`src/design/sxd_pkg.sv`:
```
// ----------------------------------------------------------------------------
// sxd_pkg
// Shared types and constants for the sprite xor draw frame store.
// ----------------------------------------------------------------------------
`default_nettype none

package sxd_pkg;

    localparam int SPRITE_BITS = 8;
    localparam int PIXEL_BITS  = 64;
    localparam int QUEUE_DEPTH = 2;

    localparam logic [1:0] ACT_CLEAR = 2'd0;
    localparam logic [1:0] ACT_DRAW  = 2'd1;
    localparam logic [1:0] ACT_READ  = 2'd2;

    typedef struct packed {
        logic [1:0] action;
        logic       first_row;
    } cmd_t;

    typedef enum logic {
        BK_IDLE,
        BK_EXEC
    } back_state_t;

endpackage

`default_nettype wire

```
`src/design/sxd_front.sv`:
```
// ----------------------------------------------------------------------------
// sxd_front
// Classifies an incoming beat: target row with vertical wrap and the
// screen-wide sprite mask with horizontal wrap.
// ----------------------------------------------------------------------------
`default_nettype none

module sxd_front
    import sxd_pkg::*;
#(
    parameter int SCREEN_WIDTH  = 64,
    parameter int SCREEN_HEIGHT = 32,
    parameter int COL_BITS      = 6,
    parameter int ROW_BITS      = 5
) (
    input  wire logic [1:0]              action,
    input  wire logic [5:0]              x_pos,
    input  wire logic [4:0]              y_pos,
    input  wire logic [3:0]              row_index,
    input  wire logic [7:0]              row_bits,
    input  wire logic                    first_row,
    output cmd_t                         cmd,
    output logic [ROW_BITS-1:0]          row,
    output logic [SCREEN_WIDTH-1:0]      mask
);

    // remainder by three compare-subtract steps, valid for v < 8*m
    function automatic logic [8:0] mod_small(input logic [8:0] v, input logic [8:0] m);
        logic [8:0] r;
        logic [8:0] s;
        r = v;
        for (int k = 2; k >= 0; k--) begin
            s = m << k;
            if (r >= s) begin
                r = r - s;
            end
        end
        return r;
    endfunction

    logic [8:0] row_sum;
    logic [8:0] row_mod;
    logic [8:0] col0;

    always_comb
    begin
        case (action)
            ACT_DRAW: row_sum = 9'(y_pos) + 9'(row_index);
            default:  row_sum = 9'(y_pos);
        endcase
        row_mod = mod_small(row_sum, 9'(SCREEN_HEIGHT));
        row     = row_mod[ROW_BITS-1:0];
    end

    always_comb
    begin
        logic [6:0]          c;
        logic [COL_BITS-1:0] pos;
        col0 = mod_small(9'(x_pos), 9'(SCREEN_WIDTH));
        mask = '0;
        for (int i = 0; i < SPRITE_BITS; i++) begin
            c = col0[6:0] + 7'(i);
            if (c >= 7'(SCREEN_WIDTH)) begin
                c = c - 7'(SCREEN_WIDTH);
            end
            // leftmost column sits at the top bit of the row
            pos = COL_BITS'(SCREEN_WIDTH - 1) - c[COL_BITS-1:0];
            mask[pos] = mask[pos] | row_bits[SPRITE_BITS-1-i];
        end
    end

    assign cmd.action    = action;
    assign cmd.first_row = first_row;

endmodule

`default_nettype wire

```
`src/design/sxd_queue.sv`:
```
// ----------------------------------------------------------------------------
// sxd_queue
// Short first-in first-out queue between the front and back parts.
// ----------------------------------------------------------------------------
`default_nettype none

module sxd_queue
    import sxd_pkg::*;
#(
    parameter int DATA_BITS = 72
) (
    input  wire logic                 clk,
    input  wire logic                 rst_n,
    input  wire logic                 push,
    input  wire logic [DATA_BITS-1:0] push_data,
    input  wire logic                 pop,
    output logic [DATA_BITS-1:0]      head_data,
    output logic                      not_empty,
    output logic                      full
);

    localparam int PTR_BITS = $clog2(QUEUE_DEPTH);
    localparam int CNT_BITS = $clog2(QUEUE_DEPTH + 1);

    logic [DATA_BITS-1:0] slot_reg [QUEUE_DEPTH];
    logic [PTR_BITS-1:0]  wr_ptr_reg, wr_ptr_next;
    logic [PTR_BITS-1:0]  rd_ptr_reg, rd_ptr_next;
    logic [CNT_BITS-1:0]  count_reg, count_next;

    always_comb
    begin
        wr_ptr_next = wr_ptr_reg;
        rd_ptr_next = rd_ptr_reg;
        count_next  = count_reg;
        if (push) begin
            wr_ptr_next = (wr_ptr_reg == PTR_BITS'(QUEUE_DEPTH - 1)) ? '0
                                                                     : wr_ptr_reg + 1'b1;
        end
        if (pop) begin
            rd_ptr_next = (rd_ptr_reg == PTR_BITS'(QUEUE_DEPTH - 1)) ? '0
                                                                     : rd_ptr_reg + 1'b1;
        end
        if (push && !pop) begin
            count_next = count_reg + 1'b1;
        end else if (pop && !push) begin
            count_next = count_reg - 1'b1;
        end
    end

    always_ff @(posedge clk or negedge rst_n)
    begin
        if (!rst_n) begin
            wr_ptr_reg <= '0;
            rd_ptr_reg <= '0;
            count_reg  <= '0;
        end else begin
            wr_ptr_reg <= wr_ptr_next;
            rd_ptr_reg <= rd_ptr_next;
            count_reg  <= count_next;
        end
    end

    always_ff @(posedge clk)
    begin
        if (push) begin
            slot_reg[wr_ptr_reg] <= push_data;
        end
    end

    assign head_data = slot_reg[rd_ptr_reg];
    assign not_empty = (count_reg != '0);
    assign full      = (count_reg == CNT_BITS'(QUEUE_DEPTH));

endmodule

`default_nettype wire

```
`src/design/sxd_back.sv`:
```
// ----------------------------------------------------------------------------
// sxd_back
// Frame memory, per-row valid bits and collision flag; reads one row per
// beat, writes it back xored with the mask on draw beats and drives the result registers.
// ----------------------------------------------------------------------------
`default_nettype none

module sxd_back
    import sxd_pkg::*;
#(
    parameter int SCREEN_WIDTH  = 64,
    parameter int SCREEN_HEIGHT = 32,
    parameter int ROW_BITS      = 5
) (
    input  wire logic                    clk,
    input  wire logic                    rst_n,
    input  wire logic                    head_valid,
    input  wire cmd_t                    head_cmd,
    input  wire logic [ROW_BITS-1:0]     head_row,
    input  wire logic [SCREEN_WIDTH-1:0] head_mask,
    output logic                         pop,
    output logic                         done,
    output logic                         collision,
    output logic [PIXEL_BITS-1:0]        row_pixels
);

    logic [SCREEN_WIDTH-1:0] frame_mem [SCREEN_HEIGHT];
    logic [SCREEN_WIDTH-1:0] rd_data_reg;

    back_state_t             state_reg, state_next;
    cmd_t                    cur_cmd_reg;
    logic [ROW_BITS-1:0]     cur_row_reg;
    logic [SCREEN_WIDTH-1:0] cur_mask_reg;

    logic [SCREEN_HEIGHT-1:0] row_valid_reg, row_valid_next;
    logic                     collision_flag_reg, collision_flag_next;
    logic                     done_reg, done_next;
    logic [PIXEL_BITS-1:0]    row_pixels_reg, row_pixels_next;

    logic                    mem_rd;
    logic                    mem_wr;
    logic [SCREEN_WIDTH-1:0] old_row;
    logic [SCREEN_WIDTH-1:0] wr_data;

    // a row never drawn since the last clear reads as blank
    assign old_row = row_valid_reg[cur_row_reg] ? rd_data_reg : '0;
    assign wr_data = old_row ^ cur_mask_reg;

    always_comb
    begin
        state_next = state_reg;
        case (state_reg)
            BK_IDLE: begin
                if (head_valid) begin
                    state_next = BK_EXEC;
                end
            end
            BK_EXEC: state_next = BK_IDLE;
            default: state_next = BK_IDLE;
        endcase
    end

    always_comb
    begin
        pop                 = 1'b0;
        mem_rd              = 1'b0;
        mem_wr              = 1'b0;
        row_valid_next      = row_valid_reg;
        collision_flag_next = collision_flag_reg;
        done_next           = 1'b0;
        row_pixels_next     = row_pixels_reg;
        case (state_reg)
            BK_IDLE: begin
                pop    = head_valid;
                mem_rd = head_valid;
            end
            BK_EXEC: begin
                done_next       = 1'b1;
                row_pixels_next = '0;
                case (cur_cmd_reg.action)
                    ACT_CLEAR: row_valid_next = '0;
                    ACT_DRAW: begin
                        mem_wr                      = 1'b1;
                        row_valid_next[cur_row_reg] = 1'b1;
                        collision_flag_next = (collision_flag_reg & ~cur_cmd_reg.first_row)
                                              | (|(old_row & cur_mask_reg));
                    end
                    ACT_READ: row_pixels_next = PIXEL_BITS'(old_row);
                    default: ;
                endcase
            end
            default: ;
        endcase
    end

    always_ff @(posedge clk or negedge rst_n)
    begin
        if (!rst_n) begin
            state_reg          <= BK_IDLE;
            row_valid_reg      <= '0;
            collision_flag_reg <= 1'b0;
            done_reg           <= 1'b0;
        end else begin
            state_reg          <= state_next;
            row_valid_reg      <= row_valid_next;
            collision_flag_reg <= collision_flag_next;
            done_reg           <= done_next;
        end
    end

    always_ff @(posedge clk)
    begin
        row_pixels_reg <= row_pixels_next;
        if (pop) begin
            cur_cmd_reg  <= head_cmd;
            cur_row_reg  <= head_row;
            cur_mask_reg <= head_mask;
        end
    end

    always_ff @(posedge clk)
    begin
        if (mem_wr) begin
            frame_mem[cur_row_reg] <= wr_data;
        end
        if (mem_rd) begin
            rd_data_reg <= frame_mem[head_row];
        end
    end

    assign done       = done_reg;
    assign collision  = collision_flag_reg;
    assign row_pixels = row_pixels_reg;

endmodule

`default_nettype wire

```
`src/design/sprite_xor_draw_collision.sv`:
```
// ----------------------------------------------------------------------------
// sprite_xor_draw_collision
// Monochrome frame store with xor sprite-row draw, collision flag, row read
// and single-beat screen clear.
// ----------------------------------------------------------------------------
// Each accepted beat (start high while busy is low) gives exactly one result,
// shown for one cycle with done high; the receiver cannot stall, so results
// come out in order at their own pace. The front part computes the wrapped
// row and sprite mask in the accept cycle and writes a two-entry queue. The
// back part works each beat on the single-port frame memory in state BK_IDLE,
// which issues the registered row read, then BK_EXEC, which does the xor,
// the write on draw beats and the result. It takes no new beat before it is
// through with the last; a beat passes the queue, the row read register and
// the result registers. busy rises while the queue is full. Clear takes
// effect at once through per-row valid bits, so no clearing pass runs after
// reset or on a clear beat. With done, row_pixels is zero except for read
// beats; collision is valid with every done.
`default_nettype none

module sprite_xor_draw_collision
    import sxd_pkg::*;
#(
    parameter int SCREEN_WIDTH  = 64,
    parameter int SCREEN_HEIGHT = 32
) (
    input  wire logic                  clk,
    input  wire logic                  rst_n,
    input  wire logic                  start,
    output logic                       busy,
    input  wire logic [1:0]            action,
    input  wire logic [5:0]            x_pos,
    input  wire logic [4:0]            y_pos,
    input  wire logic [3:0]            row_index,
    input  wire logic [7:0]            row_bits,
    input  wire logic                  first_row,
    output logic                       done,
    output logic                       collision,
    output logic [PIXEL_BITS-1:0]      row_pixels
);

    localparam int COL_BITS  = $clog2(SCREEN_WIDTH);
    localparam int ROW_BITS  = $clog2(SCREEN_HEIGHT);
    localparam int CMD_BITS  = $bits(cmd_t);
    localparam int DATA_BITS = CMD_BITS + ROW_BITS + SCREEN_WIDTH;

    cmd_t                    front_cmd;
    logic [ROW_BITS-1:0]     front_row;
    logic [SCREEN_WIDTH-1:0] front_mask;

    logic                    push;
    logic                    pop;
    logic                    q_valid;
    logic                    q_full;
    logic [DATA_BITS-1:0]    q_head;

    cmd_t                    head_cmd;
    logic [ROW_BITS-1:0]     head_row;
    logic [SCREEN_WIDTH-1:0] head_mask;

    sxd_front #(
        .SCREEN_WIDTH  (SCREEN_WIDTH),
        .SCREEN_HEIGHT (SCREEN_HEIGHT),
        .COL_BITS      (COL_BITS),
        .ROW_BITS      (ROW_BITS)
    ) u_front (
        .action    (action),
        .x_pos     (x_pos),
        .y_pos     (y_pos),
        .row_index (row_index),
        .row_bits  (row_bits),
        .first_row (first_row),
        .cmd       (front_cmd),
        .row       (front_row),
        .mask      (front_mask)
    );

    assign push = start && !busy;
    assign busy = q_full;

    sxd_queue #(
        .DATA_BITS (DATA_BITS)
    ) u_queue (
        .clk       (clk),
        .rst_n     (rst_n),
        .push      (push),
        .push_data ({front_cmd, front_row, front_mask}),
        .pop       (pop),
        .head_data (q_head),
        .not_empty (q_valid),
        .full      (q_full)
    );

    assign {head_cmd, head_row, head_mask} = q_head;

    sxd_back #(
        .SCREEN_WIDTH  (SCREEN_WIDTH),
        .SCREEN_HEIGHT (SCREEN_HEIGHT),
        .ROW_BITS      (ROW_BITS)
    ) u_back (
        .clk        (clk),
        .rst_n      (rst_n),
        .head_valid (q_valid),
        .head_cmd   (head_cmd),
        .head_row   (head_row),
        .head_mask  (head_mask),
        .pop        (pop),
        .done       (done),
        .collision  (collision),
        .row_pixels (row_pixels)
    );

    // back part passes through BK_IDLE between beats, so done never repeats back to back
    assert property (@(posedge clk) disable iff (!rst_n) done |=> !done)
        else $error("result strobe on two consecutive cycles");

    assert property (@(posedge clk) disable iff (!rst_n) pop |-> q_valid)
        else $error("back part took a beat from an empty queue");

    // a full queue only drains through the back part
    assert property (@(posedge clk) disable iff (!rst_n) busy && !pop |=> busy)
        else $error("queue left full state without a pop");

endmodule

`default_nettype wire
```
`config.mk`:
```
export PLATFORM = sky130hd
export DESIGN_NAME = sprite_xor_draw_collision
export DESIGN_NICKNAME = d
export VERILOG_FILES = /design/src/design/sxd_pkg.sv /design/src/design/sxd_front.sv /design/src/design/sxd_queue.sv /design/src/design/sxd_back.sv /design/src/design/sprite_xor_draw_collision.sv
export SDC_FILE = /design/constraint.sdc
export NUM_CORES = 2
export LEC_CHECK = 0
export BUFFER_PORTS_ARGS = -buffer_cell sky130_fd_sc_hd__buf_2
export CELL_PAD_IN_SITES_DETAIL_PLACEMENT = 2
export CELL_PAD_IN_SITES_GLOBAL_PLACEMENT = 2
export CORE_MARGIN = 2
export CORE_UTILIZATION = 43
export CTS_CLUSTER_DIAMETER = 50
export DETAILED_ROUTE_END_ITERATION = 8
export GPL_TIMING_DRIVEN = 0
export PLACE_DENSITY_LB_ADDON = 0.1
export REMOVE_ABC_BUFFERS = 1
export SETUP_SLACK_MARGIN = 0.1
export SYNTH_ARGS = -nofsm -noshare
export SYNTH_HDL_FRONTEND = slang
export SYNTH_SLANG_ARGS = --single-unit
```
`constraint.sdc`:
```
create_clock -name clk -period 6.3 [get_ports clk]
set_input_delay 0 -clock clk [delete_from_list [all_inputs] [get_ports clk]]
set_output_delay 0 -clock clk [all_outputs]
set_load 0.01 [all_outputs]
```
==> out/results.tsv <==
metric	value	unit
status	complete, but fails checks	
failing checks	DRC, capacitance limit, slew limit, setup timing	
yosys warns	0	
synthesized flop and latch total	2431	
clk_lat worst skew	970	ps
First-pass DRT Iterations	9	
initial antenna violation count	27	
Die W	497	um
final hold violations	0	
mux cell area share after synthesis	0.0110	
Logic pwr share	0.332	
Post-Synth Adder-Cell Area	0.00988	
reg2reg start	u_back.cur_row_reg[1]	
DRC	1	
internal power of the cells	38600	uW
Required @ worst endpoint	6940	ps
EDFF count, synth	2392	
P_leak	0.0435	uW
GP Congestion	0.990	
cells on worst reg2reg path	12	
R2R Setup Slk	270	ps
final setup margin	-40.7	ps
Seq pwr share	0.382	
row count	181	
share of flip-flops with an asynchronous set or reset	0.0160	
detailed placer's ending HPWL	300000	um
largest net degree at the start of global routing	140	
Synth Area in Simple Gates	0.173	
minimum clock period	6340	ps
CTS tree	yes	
Mapped Area	105000	um2
Iter 0 DRT Violations	9827	
CTS root buf	clkbuf_16	
clk_skew	92.1	ps
clock sinks	2431	
Slew Viols, Final	28	
layout cells sized above 1	0.124	
Compound-Gate Fraction of Synth Area	0.0829	
Vias per Instance	6.66	
RSZ-0062 raised after global routing	false	
CTS Buffer Depth	4	
period utilization	1.01	
die height	497	um
vias in the first global route	85800	
GRT Total Usage	0.377	
remaining antenna violation count	0	
Nets	8765	
Synth Instances	8509	
Mean Syn Cell Area	12.3	um2
WL final	477000	um
PortBufs	95	
CP Max Fanout	35	
H-tree Lvls	5	
Clk pwr share	0.286	
max FFs per register	2048	
Vias	80400	
first-pass GRT wire length	666000	um
IO Pins	96	
Worst EP arrival	6980	ps
commonest non-fill, non-tap cells in the layout	edfxtp_1 (2392), nand2_1 (2262), nand3_1 (1108)	
synthesis-to-finish area growth	18.9	%
R2R Path End	u_back.collision	
class of the worst hold path	input port to flip-flop	
CTS clk-pin slew, worst paths	60	ps
Synth cell types	100	
net switching power	22800	uW
Power Dens Cells	493	nW/um2
ys flop type	edfxtp_1	
Setup CP Type	input port to flip-flop	
initial cell density of the core	0.431	
worst rel slew slack	-0.0300	
total CTS buffers	308	
worst slew pin tran	1540	ps
crit path capture	u_queue.slot_reg[0][59]	
most common cell after layout, fill and taps aside	edfxtp_1	
fmax	0.158	GHz
core area	243000	um2
total power	61300	uW
routed len/inst	39.5	um
post-synthesis xor/xnor area fraction	0.00260	
gr ovfl total	0	
Crit. Startpoint	x_pos[2]	
die area	247000	um2
# setup viols final	5	
CP Launch Type	input port	
sequential area share after synthesis	0.696	
fin util	0.513	
min-delay src	start	
Max-cap violations	2	
CP endpoint kind	flip-flop	
worst vdd ir	0.000429	V
largest family of logic cells by synthesized area	simple AND/OR/NAND/NOR gates	
switching share of power	0.371	
[layout make-up]
cell class / instances / area, um2
timing repair buffer: 442 / 7640
antenna: 6 / 15.0
clock inverter: 154 / 1550
sequential: 2431 / 72800
fill: 22800 / 118000
timing repair inverter: 1 / 5.00
clock buffer: 372 / 8190
tap: 3202 / 4010
inverter: 36 / 179
multi-input combinational: 5434 / 30000
[critical path, cell delays in order]
cell	delay, ps
buf_6	420
clkinvlp_4	220
buf_4	170
ha_2	520
buf_12	250
nand2_1	220
nand2_1	440
a41oi_1	350
a211oi_4	460
buf_8	250
nor4_1	90
o22ai_1	420
a211oi_4	200
nor4_4	540
o31ai_1	240
mux4_2	540
a211oi_2	490
nor4_4	110
buf_4	180
and3_2	330
a21oi_1	480
[power by group through the flow]
| stage | logic [uW] | registers, uW | clock network [uW] |
|---|---|---|---|
| 2_1_floorplan | 8350 | 23100 | 0 |
| 3_3_place_gp | 9790 | 22900 | 0 |
| 3_5_place_dp | 19500 | 23700 | 0 |
| 4_1_cts | 20100 | 23400 | 17700 |
| 5_1_grt | 21400 | 23500 | 18200 |
| 6_report | 20400 | 23400 | 17500 |
[layer usage]
layer | share of wire | track usage | vias to the layer above
li1 | - | - | 32200
met4 | 0.058 | 0.187 | 24
met5 | 0.00059 | 0.00386 | -
met1 | 0.39 | 0.482 | 42700
met2 | 0.48 | 0.621 | 4262
met3 | 0.075 | 0.0661 | 1299
[cells in the mapped netlist (91+ instances only)]
| library cell | count | area [um2] |
|---|---|---|
| nor2_1 | 185 | 694 |
| clkbuf_1 | 526 | 1970 |
| o21ai_0 | 105 | 526 |
| a311oi_1 | 327 | 2860 |
| edfxtp_1 | 2392 | 71800 |
| and2_1 | 91 | 569 |
| a31oi_1 | 105 | 657 |
| a21oi_1 | 129 | 646 |
| nand3_1 | 1108 | 5550 |
| a21o_1 | 108 | 811 |
| and3_1 | 216 | 1350 |
| nand2_1 | 2263 | 8490 |
[cell families (layout without fill, tap and decap cells)]
group | Yosys count | in the layout
AO/OA/AOI/OAI | 1148 | 1149
other | 0 | 6
multiplexers | 94 | 94
XOR/XNOR | 28 | 28
buffers and inverters | 645 | 1005
AND/OR/NAND/NOR | 4081 | 4081
flip-flops | 2431 | 2431
adder cells (fa/ha/maj) | 82 | 82
[timing repair]
item | 4_1_cts | 5_1_grt
resized for setup | 52 | 14
pin swaps | 4 | 3
cloned | 1 | 1
hold buffers | 29 | 0
endpoints found under the hold margin | 184 | 0
buffers inserted | 9 | 2
setup endpoints to repair | 129 | 85
[stage by stage]
stage / cell area (um2) / instances / TNS, ps / setup WS, ps / hold slack, ps
after floorplan: 102000 / 7900 / -8391430 / -128020 / -296
after global placement: 107000 / 11200 / - / -390850 / 154
after detailed placement: 114000 / 11500 / -423750 / -3900 / 185
after CTS: 124000 / 12100 / 0 / 106 / 6.48
after global routing: 124000 / 12100 / 0 / 112 / 65.3
final: 124000 / 12100 / -111 / -40.7 / 65.1
[worst min-delay path by stage]
stage | slack [ps] | cells past startpoint | endpoint
floorplan | -300 | 0 | u_back.collision
global placement | 150 | 1 | u_back.row_valid_reg[12]
detailed placement | 180 | 1 | u_back.row_valid_reg[14]
CTS | 6 | 4 | u_queue.wr_ptr_reg
global route | 70 | 4 | u_queue.wr_ptr_reg
finish | 70 | 4 | u_queue.wr_ptr_reg
No activity file was read; power rests on OpenSTA's default activity.
